===== config.mk =====
export PLATFORM = sky130hd
export DESIGN_NAME = hill_cipher_pair_encrypt
export DESIGN_NICKNAME = d
export VERILOG_FILES = /design/src/design/hcpe_pkg.sv /design/src/design/hcpe_front.sv /design/src/design/hcpe_cmd_queue.sv /design/src/design/hcpe_back.sv /design/src/design/hill_cipher_pair_encrypt.sv
export SDC_FILE = /design/constraint.sdc
export NUM_CORES = 1
export LEC_CHECK = 0
export BUFFER_PORTS_ARGS = -buffer_cell sky130_fd_sc_hd__buf_2
export CAP_MARGIN = 40
export CORE_ASPECT_RATIO = 1.2
export CORE_MARGIN = 10
export CORE_UTILIZATION = 29
export DETAILED_ROUTE_END_ITERATION = 10
export PLACE_DENSITY_LB_ADDON = 0.3
export RECOVER_POWER = 100
export SETUP_SLACK_MARGIN = 0.1
export SYNTH_ARGS = -nofsm -noshare
export SYNTH_HDL_FRONTEND = slang
export SYNTH_HIERARCHICAL = 1
export SYNTH_SLANG_ARGS = --single-unit

===== constraint.sdc =====
create_clock -name clk -period 14.6 [get_ports clk]
set_clock_uncertainty 0.2 [all_clocks]
set_input_delay 0.73 -clock clk [delete_from_list [all_inputs] [get_ports clk]]
set_output_delay 0.73 -clock clk [all_outputs]
set_load 0.01 [all_outputs]

===== src/design/hcpe_pkg.sv =====
package hcpe_pkg;

  localparam int ALPHA_SIZE = 94;
  localparam int IDX_W      = 7;
  localparam int KEY_W      = 7;
  localparam int CHAR_W     = 8;
  localparam int PROD_W     = KEY_W + IDX_W;
  localparam int SUM_W      = PROD_W + 1;
  // floor(sum / 94) == (sum * RECIP_M) >> RECIP_SH for every sum below 2**SUM_W.
  localparam int RECIP_M    = 44621;
  localparam int RECIP_SH   = 22;
  localparam int RPROD_W    = SUM_W + 16;
  localparam int Q_W        = 8;

  localparam logic [IDX_W-1:0] PAD_INDEX = 7'd23;

  localparam int CQ_DEPTH = 4;
  localparam int CQ_PTR_W = $clog2(CQ_DEPTH);
  localparam int CQ_CNT_W = $clog2(CQ_DEPTH + 1);
  localparam int OQ_DEPTH = 8;
  localparam int OQ_PTR_W = $clog2(OQ_DEPTH);
  localparam int OQ_CNT_W = $clog2(OQ_DEPTH + 4);

  localparam logic [KEY_W-1:0] KEY_A_RST = 7'd2;
  localparam logic [KEY_W-1:0] KEY_B_RST = 7'd1;
  localparam logic [KEY_W-1:0] KEY_C_RST = 7'd3;
  localparam logic [KEY_W-1:0] KEY_D_RST = 7'd4;

  typedef enum logic [1:0] {
    REG_KEY_A = 2'd0,
    REG_KEY_B = 2'd1,
    REG_KEY_C = 2'd2,
    REG_KEY_D = 2'd3
  } cfg_reg_e;

  typedef enum logic {
    ROW_TOP    = 1'b0,
    ROW_BOTTOM = 1'b1
  } row_e;

  typedef struct packed {
    logic [KEY_W-1:0] a;
    logic [KEY_W-1:0] b;
    logic [KEY_W-1:0] c;
    logic [KEY_W-1:0] d;
  } keys_t;

  // One unit of work for the back end: a pair to encrypt or an error result.
  typedef struct packed {
    logic             bad;
    logic             last;
    logic [IDX_W-1:0] x1;
    logic [IDX_W-1:0] x2;
  } cmd_t;

  typedef struct packed {
    logic             bad;
    logic             last;
    logic [IDX_W-1:0] idx;
  } oq_entry_t;

  typedef struct packed {
    logic             found;
    logic [IDX_W-1:0] idx;
  } lookup_t;

  function automatic lookup_t char_to_index(input logic [CHAR_W-1:0] ch);
    lookup_t r;
    r.found = 1'b1;
    r.idx   = '0;
    case (ch) inside
      [8'h41:8'h5A]: r.idx = IDX_W'(ch - 8'h41);
      [8'h61:8'h7A]: r.idx = IDX_W'(ch - 8'h61 + 8'd26);
      [8'h30:8'h39]: r.idx = IDX_W'(ch - 8'h30 + 8'd52);
      8'h21: r.idx = 7'd62;
      8'h40: r.idx = 7'd63;
      8'h23: r.idx = 7'd64;
      8'h24: r.idx = 7'd65;
      8'h25: r.idx = 7'd66;
      8'h5E: r.idx = 7'd67;
      8'h26: r.idx = 7'd68;
      8'h2A: r.idx = 7'd69;
      8'h28: r.idx = 7'd70;
      8'h29: r.idx = 7'd71;
      8'h5F: r.idx = 7'd72;
      8'h2D: r.idx = 7'd73;
      8'h2B: r.idx = 7'd74;
      8'h3D: r.idx = 7'd75;
      8'h7B: r.idx = 7'd76;
      8'h7D: r.idx = 7'd77;
      8'h5B: r.idx = 7'd78;
      8'h5D: r.idx = 7'd79;
      8'h3C: r.idx = 7'd80;
      8'h3E: r.idx = 7'd81;
      8'h2E: r.idx = 7'd82;
      8'h2C: r.idx = 7'd83;
      8'h3B: r.idx = 7'd84;
      8'h22: r.idx = 7'd85;
      8'h27: r.idx = 7'd86;
      8'h60: r.idx = 7'd87;
      8'h5C: r.idx = 7'd88;
      8'h2F: r.idx = 7'd89;
      8'h3F: r.idx = 7'd90;
      8'h3A: r.idx = 7'd91;
      8'h7E: r.idx = 7'd92;
      8'h20: r.idx = 7'd93;
      default: r.found = 1'b0;
    endcase
    return r;
  endfunction

  function automatic logic [CHAR_W-1:0] index_to_char(input logic [IDX_W-1:0] idx);
    logic [CHAR_W-1:0] c;
    c = '0;
    case (idx) inside
      [7'd0:7'd25]:  c = 8'h41 + CHAR_W'(idx);
      [7'd26:7'd51]: c = 8'h61 + CHAR_W'(idx - 7'd26);
      [7'd52:7'd61]: c = 8'h30 + CHAR_W'(idx - 7'd52);
      7'd62: c = 8'h21;
      7'd63: c = 8'h40;
      7'd64: c = 8'h23;
      7'd65: c = 8'h24;
      7'd66: c = 8'h25;
      7'd67: c = 8'h5E;
      7'd68: c = 8'h26;
      7'd69: c = 8'h2A;
      7'd70: c = 8'h28;
      7'd71: c = 8'h29;
      7'd72: c = 8'h5F;
      7'd73: c = 8'h2D;
      7'd74: c = 8'h2B;
      7'd75: c = 8'h3D;
      7'd76: c = 8'h7B;
      7'd77: c = 8'h7D;
      7'd78: c = 8'h5B;
      7'd79: c = 8'h5D;
      7'd80: c = 8'h3C;
      7'd81: c = 8'h3E;
      7'd82: c = 8'h2E;
      7'd83: c = 8'h2C;
      7'd84: c = 8'h3B;
      7'd85: c = 8'h22;
      7'd86: c = 8'h27;
      7'd87: c = 8'h60;
      7'd88: c = 8'h5C;
      7'd89: c = 8'h2F;
      7'd90: c = 8'h3F;
      7'd91: c = 8'h3A;
      7'd92: c = 8'h7E;
      7'd93: c = 8'h20;
      default: c = '0;
    endcase
    return c;
  endfunction

endpackage


===== src/design/hcpe_front.sv =====
module hcpe_front
  import hcpe_pkg::*;
(
  input  logic              clk,
  input  logic              rst_n,
  input  logic              accept,
  input  logic [CHAR_W-1:0] plain_char,
  input  logic              end_of_message,
  output logic              cmd_push,
  output cmd_t              cmd
);

  logic [IDX_W-1:0] held_r, held_nxt;
  logic             holding_r, holding_nxt;
  logic             discarding_r, discarding_nxt;
  lookup_t          lk;

  assign lk = char_to_index(plain_char);

  always_comb begin
    held_nxt       = held_r;
    holding_nxt    = holding_r;
    discarding_nxt = discarding_r;
    cmd_push       = 1'b0;
    cmd.bad        = 1'b0;
    cmd.last       = end_of_message;
    cmd.x1         = held_r;
    cmd.x2         = lk.idx;
    if (accept) begin
      if (discarding_r) begin
        if (end_of_message) begin
          discarding_nxt = 1'b0;
        end
      end else if (!lk.found) begin
        // Bad byte: report it, drop any half pair and skip to the message end.
        holding_nxt    = 1'b0;
        held_nxt       = '0;
        discarding_nxt = !end_of_message;
        cmd_push       = 1'b1;
        cmd.bad        = 1'b1;
      end else if (!holding_r) begin
        if (end_of_message) begin
          cmd_push = 1'b1;
          cmd.x1   = lk.idx;
          cmd.x2   = PAD_INDEX;
        end else begin
          held_nxt    = lk.idx;
          holding_nxt = 1'b1;
        end
      end else begin
        holding_nxt = 1'b0;
        cmd_push    = 1'b1;
      end
    end
  end

  always_ff @(posedge clk) begin
    if (!rst_n) begin
      held_r       <= '0;
      holding_r    <= 1'b0;
      discarding_r <= 1'b0;
    end else begin
      held_r       <= held_nxt;
      holding_r    <= holding_nxt;
      discarding_r <= discarding_nxt;
    end
  end

endmodule


===== src/design/hcpe_cmd_queue.sv =====
module hcpe_cmd_queue
  import hcpe_pkg::*;
(
  input  logic clk,
  input  logic rst_n,
  input  logic push,
  input  cmd_t push_data,
  output logic full,
  input  logic pop,
  output cmd_t head,
  output logic empty
);

  cmd_t                mem_r [CQ_DEPTH];
  logic [CQ_PTR_W-1:0] wr_ptr_r, wr_ptr_nxt;
  logic [CQ_PTR_W-1:0] rd_ptr_r, rd_ptr_nxt;
  logic [CQ_CNT_W-1:0] count_r, count_nxt;
  logic                do_push, do_pop;

  assign full    = (count_r == CQ_CNT_W'(CQ_DEPTH));
  assign empty   = (count_r == '0);
  assign head    = mem_r[rd_ptr_r];
  assign do_push = push && !full;
  assign do_pop  = pop && !empty;

  always_comb begin
    wr_ptr_nxt = do_push ? wr_ptr_r + 1'b1 : wr_ptr_r;
    rd_ptr_nxt = do_pop ? rd_ptr_r + 1'b1 : rd_ptr_r;
    count_nxt  = count_r + CQ_CNT_W'(do_push) - CQ_CNT_W'(do_pop);
  end

  always_ff @(posedge clk) begin
    if (!rst_n) begin
      wr_ptr_r <= '0;
      rd_ptr_r <= '0;
      count_r  <= '0;
    end else begin
      wr_ptr_r <= wr_ptr_nxt;
      rd_ptr_r <= rd_ptr_nxt;
      count_r  <= count_nxt;
    end
  end

  always_ff @(posedge clk) begin
    if (do_push) begin
      mem_r[wr_ptr_r] <= push_data;
    end
  end

endmodule


===== src/design/hcpe_back.sv =====
module hcpe_back
  import hcpe_pkg::*;
(
  input  logic              clk,
  input  logic              rst_n,
  input  keys_t             keys,
  input  logic              cmd_empty,
  input  cmd_t              cmd,
  output logic              cmd_pop,
  output logic              out_empty,
  input  logic              out_pop,
  output logic [CHAR_W-1:0] out_cipher_char,
  output logic              out_bad_char,
  output logic              out_last_of_message
);

  row_e row_r, row_nxt;

  // Stage 1: the two products of one matrix row.
  logic              v1_r, v1_nxt;
  logic              bad1_r, last1_r;
  logic [PROD_W-1:0] p0_r, p1_r;
  // Stage 2: row sum.
  logic              v2_r;
  logic              bad2_r, last2_r;
  logic [SUM_W-1:0]  sum2_r;
  // Stage 3: quotient by 94.
  logic              v3_r;
  logic              bad3_r, last3_r;
  logic [SUM_W-1:0]  sum3_r;
  logic [Q_W-1:0]    q3_r;

  logic [KEY_W-1:0]   k0, k1;
  logic               issue, last1_nxt;
  logic [RPROD_W-1:0] rprod;
  logic [SUM_W-1:0]   rem;
  oq_entry_t          oq_in;

  oq_entry_t           oq_r [OQ_DEPTH];
  oq_entry_t           oq_head;
  logic [OQ_PTR_W-1:0] oq_wr_r, oq_rd_r;
  logic [OQ_CNT_W-1:0] oq_cnt_r, oq_cnt_nxt, occupancy;
  logic                oq_pop;

  // Reserve a queue slot for every result still in the pipeline.
  assign occupancy = oq_cnt_r + OQ_CNT_W'(v1_r) + OQ_CNT_W'(v2_r) + OQ_CNT_W'(v3_r);
  assign issue     = !cmd_empty && (occupancy < OQ_CNT_W'(OQ_DEPTH));

  always_comb begin
    row_nxt   = row_r;
    cmd_pop   = 1'b0;
    v1_nxt    = issue;
    last1_nxt = 1'b0;
    if (issue) begin
      if (cmd.bad) begin
        cmd_pop   = 1'b1;
        last1_nxt = cmd.last;
      end else begin
        case (row_r)
          ROW_TOP: begin
            row_nxt = ROW_BOTTOM;
          end
          ROW_BOTTOM: begin
            row_nxt   = ROW_TOP;
            cmd_pop   = 1'b1;
            last1_nxt = cmd.last;
          end
          default: row_nxt = ROW_TOP;
        endcase
      end
    end
  end

  assign k0 = (row_r == ROW_BOTTOM) ? keys.c : keys.a;
  assign k1 = (row_r == ROW_BOTTOM) ? keys.d : keys.b;

  always_ff @(posedge clk) begin
    if (!rst_n) begin
      row_r <= ROW_TOP;
      v1_r  <= 1'b0;
      v2_r  <= 1'b0;
      v3_r  <= 1'b0;
    end else begin
      row_r <= row_nxt;
      v1_r  <= v1_nxt;
      v2_r  <= v1_r;
      v3_r  <= v2_r;
    end
  end

  assign rprod = RPROD_W'(sum2_r) * RPROD_W'(RECIP_M);

  always_ff @(posedge clk) begin
    bad1_r  <= cmd.bad;
    last1_r <= last1_nxt;
    p0_r    <= PROD_W'(k0) * PROD_W'(cmd.x1);
    p1_r    <= PROD_W'(k1) * PROD_W'(cmd.x2);
    bad2_r  <= bad1_r;
    last2_r <= last1_r;
    sum2_r  <= SUM_W'(p0_r) + SUM_W'(p1_r);
    bad3_r  <= bad2_r;
    last3_r <= last2_r;
    sum3_r  <= sum2_r;
    q3_r    <= Q_W'(rprod >> RECIP_SH);
  end

  assign rem       = sum3_r - SUM_W'(q3_r) * SUM_W'(ALPHA_SIZE);
  assign oq_in.bad  = bad3_r;
  assign oq_in.last = last3_r;
  assign oq_in.idx  = rem[IDX_W-1:0];

  // Result queue.
  assign out_empty = (oq_cnt_r == '0);
  assign oq_pop    = out_pop && !out_empty;
  assign oq_head   = oq_r[oq_rd_r];
  assign oq_cnt_nxt = oq_cnt_r + OQ_CNT_W'(v3_r) - OQ_CNT_W'(oq_pop);

  always_ff @(posedge clk) begin
    if (!rst_n) begin
      oq_wr_r  <= '0;
      oq_rd_r  <= '0;
      oq_cnt_r <= '0;
    end else begin
      if (v3_r) begin
        oq_wr_r <= oq_wr_r + 1'b1;
      end
      if (oq_pop) begin
        oq_rd_r <= oq_rd_r + 1'b1;
      end
      oq_cnt_r <= oq_cnt_nxt;
    end
  end

  always_ff @(posedge clk) begin
    if (v3_r) begin
      oq_r[oq_wr_r] <= oq_in;
    end
  end

  assign out_cipher_char     = oq_head.bad ? '0 : index_to_char(oq_head.idx);
  assign out_bad_char        = oq_head.bad;
  assign out_last_of_message = oq_head.last;

endmodule


===== src/design/hill_cipher_pair_encrypt.sv =====
// Streaming 2x2 Hill cipher over a 94-symbol printable alphabet (A-Z, a-z, 0-9, 31
// punctuation marks and space). Plaintext bytes go in through a queue-style port and
// are taken in pairs; each pair gives two cipher bytes, (a*x1 + b*x2) mod 94 and
// (c*x1 + d*x2) mod 94, with the key weights a..d written through the cfg port
// (reset values 2, 1, 3, 4; write them only while the block is idle). A message of
// odd length is padded with 'X'. A byte outside the alphabet gives one error result
// (cipher 0, bad flag set) and the rest of that message is dropped up to the byte
// that carries end_of_message. Rate: the input side takes one transaction per cycle
// while its 4-entry command queue has room; the back end produces one result per
// cycle through a single multiply and mod-94 pipeline while a command waits and the
// result queue has room, so a message sustains one byte per cycle on average. A
// pair's first result goes through the command queue, pipeline and result queue.
module hill_cipher_pair_encrypt
  import hcpe_pkg::*;
(
  input  logic              clk,
  input  logic              rst_n,
  input  logic              in_push,
  output logic              in_full,
  input  logic [CHAR_W-1:0] in_plain_char,
  input  logic              in_end_of_message,
  output logic              out_empty,
  input  logic              out_pop,
  output logic [CHAR_W-1:0] out_cipher_char,
  output logic              out_bad_char,
  output logic              out_last_of_message,
  input  logic              cfg_we,
  input  logic [1:0]        cfg_index,
  input  logic [KEY_W-1:0]  cfg_data
);

  keys_t keys_r, keys_nxt;
  logic  accept;
  logic  cmd_push, cmd_pop, cmd_empty;
  cmd_t  cmd_in, cmd_head;

  // Key registers. The index covers exactly the four weights.
  always_comb begin
    keys_nxt = keys_r;
    if (cfg_we) begin
      case (cfg_reg_e'(cfg_index))
        REG_KEY_A: keys_nxt.a = cfg_data;
        REG_KEY_B: keys_nxt.b = cfg_data;
        REG_KEY_C: keys_nxt.c = cfg_data;
        REG_KEY_D: keys_nxt.d = cfg_data;
        default:   keys_nxt = keys_r;
      endcase
    end
  end

  always_ff @(posedge clk) begin
    if (!rst_n) begin
      keys_r <= '{a: KEY_A_RST, b: KEY_B_RST, c: KEY_C_RST, d: KEY_D_RST};
    end else begin
      keys_r <= keys_nxt;
    end
  end

  assign accept = in_push && !in_full;

  // The front end classifies each byte and tracks pairing and discarding.
  hcpe_front u_front (
    .clk            (clk),
    .rst_n          (rst_n),
    .accept         (accept),
    .plain_char     (in_plain_char),
    .end_of_message (in_end_of_message),
    .cmd_push       (cmd_push),
    .cmd            (cmd_in)
  );

  // Commands wait here so that input and output can stall independently.
  hcpe_cmd_queue u_cmd_queue (
    .clk       (clk),
    .rst_n     (rst_n),
    .push      (cmd_push),
    .push_data (cmd_in),
    .full      (in_full),
    .pop       (cmd_pop),
    .head      (cmd_head),
    .empty     (cmd_empty)
  );

  // The back end computes and buffers one cipher byte per cycle while fed and with result room.
  hcpe_back u_back (
    .clk                 (clk),
    .rst_n               (rst_n),
    .keys                (keys_r),
    .cmd_empty           (cmd_empty),
    .cmd                 (cmd_head),
    .cmd_pop             (cmd_pop),
    .out_empty           (out_empty),
    .out_pop             (out_pop),
    .out_cipher_char     (out_cipher_char),
    .out_bad_char        (out_bad_char),
    .out_last_of_message (out_last_of_message)
  );

endmodule


==> impl_metrics.py <==
metrics = {
    "run_status": {
        "status": "finished with violations",
        "failed_checks": "capacitance limit, slew limit",
    },
    "place": {
        "dp_hpwl_um": 35800,
        "place_congestion": 0.899,
        "dp_cells": 2810,
        "port_buffers": 34,
    },
    "sta": {
        "rsz0062_at_grt": "no",
        "setup_viol": 0,
        "drv_slew": 68,
        "finalCritPeriodShare_pct": 47.0,
        "setup_tns_ns": 0,
        "min_period_ns": 6.86,
        "hold_viol_final": 0,
        "slew_headroom_pct": -68.3,
        "fmax_ghz": 0.146,
        "fin_hold_ws_ns": 0.127,
        "worst_pin_slew_ns": 2.52,
    },
    "finish": {
        "regArea_um2": 6590,
        "finalNonFillerCells": 2860,
        "synthToLayoutAreaGrowth_pct": 9.72,
        "multi_input_area_um2": 12400,
        "fillers": 7141,
        "mostFrequentLayoutCells": "inv_1, ha_1, nand2_1",
        "fin_util_pct": 32.0,
        "drive_gt1_share_pct": 7.83,
        "antenna_cells": 0,
        "final_nets": 2317,
    },
    "floorplan": {
        "core_um2": 69600,
        "start_util_pct": 29.2,
        "rows": 106,
        "fp.dieH_um": 310,
        "die-width_um": 262,
        "fp.dieArea_um2": 81100,
        "io-pin-count": 35,
    },
    "worst_setup_path": {
        "required_ns": 13.67,
        "cpMaxStageDelayCell": "clkbuf_1",
        "cp_num_buf_inv": 3,
        "path_cells": "clkbuf_1, mux4_2, mux2_1, inv_1, ha_1, nand2_1, nor2_1, a21oi_1, o21ai_0, a21oi_1, or4_1, a21oi_1, buf_2",
        "crit_family": "buffers and inverters",
        "slowest_delay_ns": 0.93,
        "cp-end-kind": "output port",
        "worstSetupStartpointType": "flop",
        "crit_type": "reg2out",
        "critPathMostFrequentCell": "a21oi_1",
        "cp.arrival_ns": 5.93,
        "path_max_fanout": 25,
    },
    "synth": {
        "synth_cells": 1899,
        "synth_edf_count": 136,
        "syn_nets": 2295,
        "ys_seq_area_share_pct": 32.4,
        "synth.ff_latch_count": 261,
        "async_reset_ff_share_pct": 0,
        "synth.avg_cell_area_um2": 10.7,
        "synthFlopType": "edfxtp_1",
        "synth_cell_types": 104,
        "synth_area_um2": 20300,
        "yosysWarnings": 6,
    },
    "cts": {
        "cts_root_buffer": "clkbuf_16",
        "cts_buffer_depth": 3,
        "clk_latency_ns": 0.58,
        "cts_resized": 0,
        "cts_sinks": 261,
        "clkTransAtPathRegs_ns": 0.06,
        "cts_inserted_buffers": 27,
        "cts_tree": "built",
        "hold_buffers": 0,
        "postCtsSetupBuffers": 0,
        "cts-htree-levels": 1,
    },
    "hold_path": {
        "hold_path_class": "reg2reg",
    },
    "job": {
        "maxCapViolCount": 1,
    },
    "global_route": {
        "gr-total-overflow": 0,
        "grt_max_degree": 68,
        "grt.total_usage_pct": 11.1,
        "grt_pass1_wl_um": 74000,
        "first_global_vias": 14400,
        "antenna_found_initial": 1,
    },
    "detailed_routing": {
        "remaining_drc_errors": 0,
        "ant_nets": 0,
        "vias": 13800,
        "drtIter0Drc": 646,
        "via_per_inst": 4.82,
        "wl_um": 45100,
        "avgRoutedWirePerCell_um": 15.8,
        "firstDrtPassIters": 5,
    },
}
-- cells in the mapped netlist, types with 7 or more instances --
cell type,n,area [um2]
a21oi_1,70,350
nand3b_1,7,52.6
nand2b_1,20,125
clkbuf_1,23,86.3
nand4_1,13,81.3
o21a_1,7,52.6
o22ai_1,12,75.1
o21ai_0,63,315
or3_1,14,87.6
o211ai_1,15,113
buf_4,7,52.6
xnor2_1,51,447
dfxtp_1,125,2500
nor2_1,57,214
mux4_2,19,428
mux2i_1,50,500
o31ai_1,7,52.6
mux4_1,12,315
and2_1,46,288
edfxtp_1,136,4080
ha_1,240,3000
nor3_1,24,120
a22oi_1,9,67.6
nand2_1,165,619
or2_2,8,50.1
nand3_1,40,200
nor2b_1,48,300
a21o_1,21,158
xor2_1,19,166
fa_1,133,2660
mux2_2,20,225
buf_2,17,85.1
inv_1,240,901
a31oi_1,11,68.8
buf_6,8,90.1
-- layer usage --
metal	part of all wire (%)	track usage (%)	vias up
li1	-	-	6683
met1	41	12.4	6746
met2	53	21.4	271
met3	3.0	1.02	73
met4	3.3	3.78	2
met5	0.027	0	-
-- final timing paths --
path | from | endpoint | slack (ns) | cells after the start
max | flop | out_cipher_char[6] | 7.74 | 13
min | u_back/last2_r$_DFF_P_ | u_back/last3_r$_DFF_P_ | 0.13 | 0
max reg2reg | u_back/sum2_r[4]$_DFF_P_ | u_back/q3_r[4]$_DFF_P_ | 8.95 | 18
min reg2reg | u_back/last2_r$_DFF_P_ | u_back/last3_r$_DFF_P_ | 0.13 | 0
-- flip-flops by register name, indices dropped and copies added (netlist names), 2 cells and up, named ones only --
register,count
u_back/oq_r,72
u_cmd_queue/mem_r,64
keys_r,28
u_back/sum2_r,15
u_back/p0_r,14
u_back/p1_r,14
u_back/sum3_r,7
u_front/held_r,7
u_back/q3_r,6
u_back/oq_cnt_r,4
u_back/oq_rd_r,3
u_back/oq_wr_r,3
u_cmd_queue/count_r,3
u_cmd_queue/rd_ptr_r,2
u_cmd_queue/wr_ptr_r,2
-- area by class of cell --
cell class	count	area share, %
multi-input cells	1336	55.8
flip-flops and latches	261	29.5
well taps	918	5.15
inverters	243	4.09
clock buffers	33	3.31
repair buffers	52	1.12
clock inverters	17	1.00
-- per-stage QoR --
step	area, um2	setup WS [ns]
after floorplan	20300	9.29
after global placement	21300	8.77
after detailed placement	21500	8.93
after CTS	22500	8.90
after global routing	22300	7.32
final	22300	7.74
-- cells by family (layout without fill, tap and decap cells) --
group	after synthesis	in the layout	synth area share [%]
simple gates	496	496	13.0
compound gates	292	292	9.80
mux	105	105	7.63
flops	261	261	32.4
fa+ha+maj	373	373	27.9
xor+xnor	70	70	3.02
buf+inv	302	345	6.27
-- worst register-to-register path, delay by kind of cell (launching register included) --
| kind | cells | cell delay [ns] |
|---|---|---|
| flip-flops | 1 | 0.44 |
| XOR/XNOR | 1 | 0.13 |
| adder cells (fa/ha/maj) | 7 | 3.25 |
| AO/OA/AOI/OAI | 6 | 1.34 |
| buffers and inverters | 4 | 0.21 |
Power is left out: the tool's default activity adds up to more than one toggle a clock period on the data nets, which glitch-free logic cannot reach.
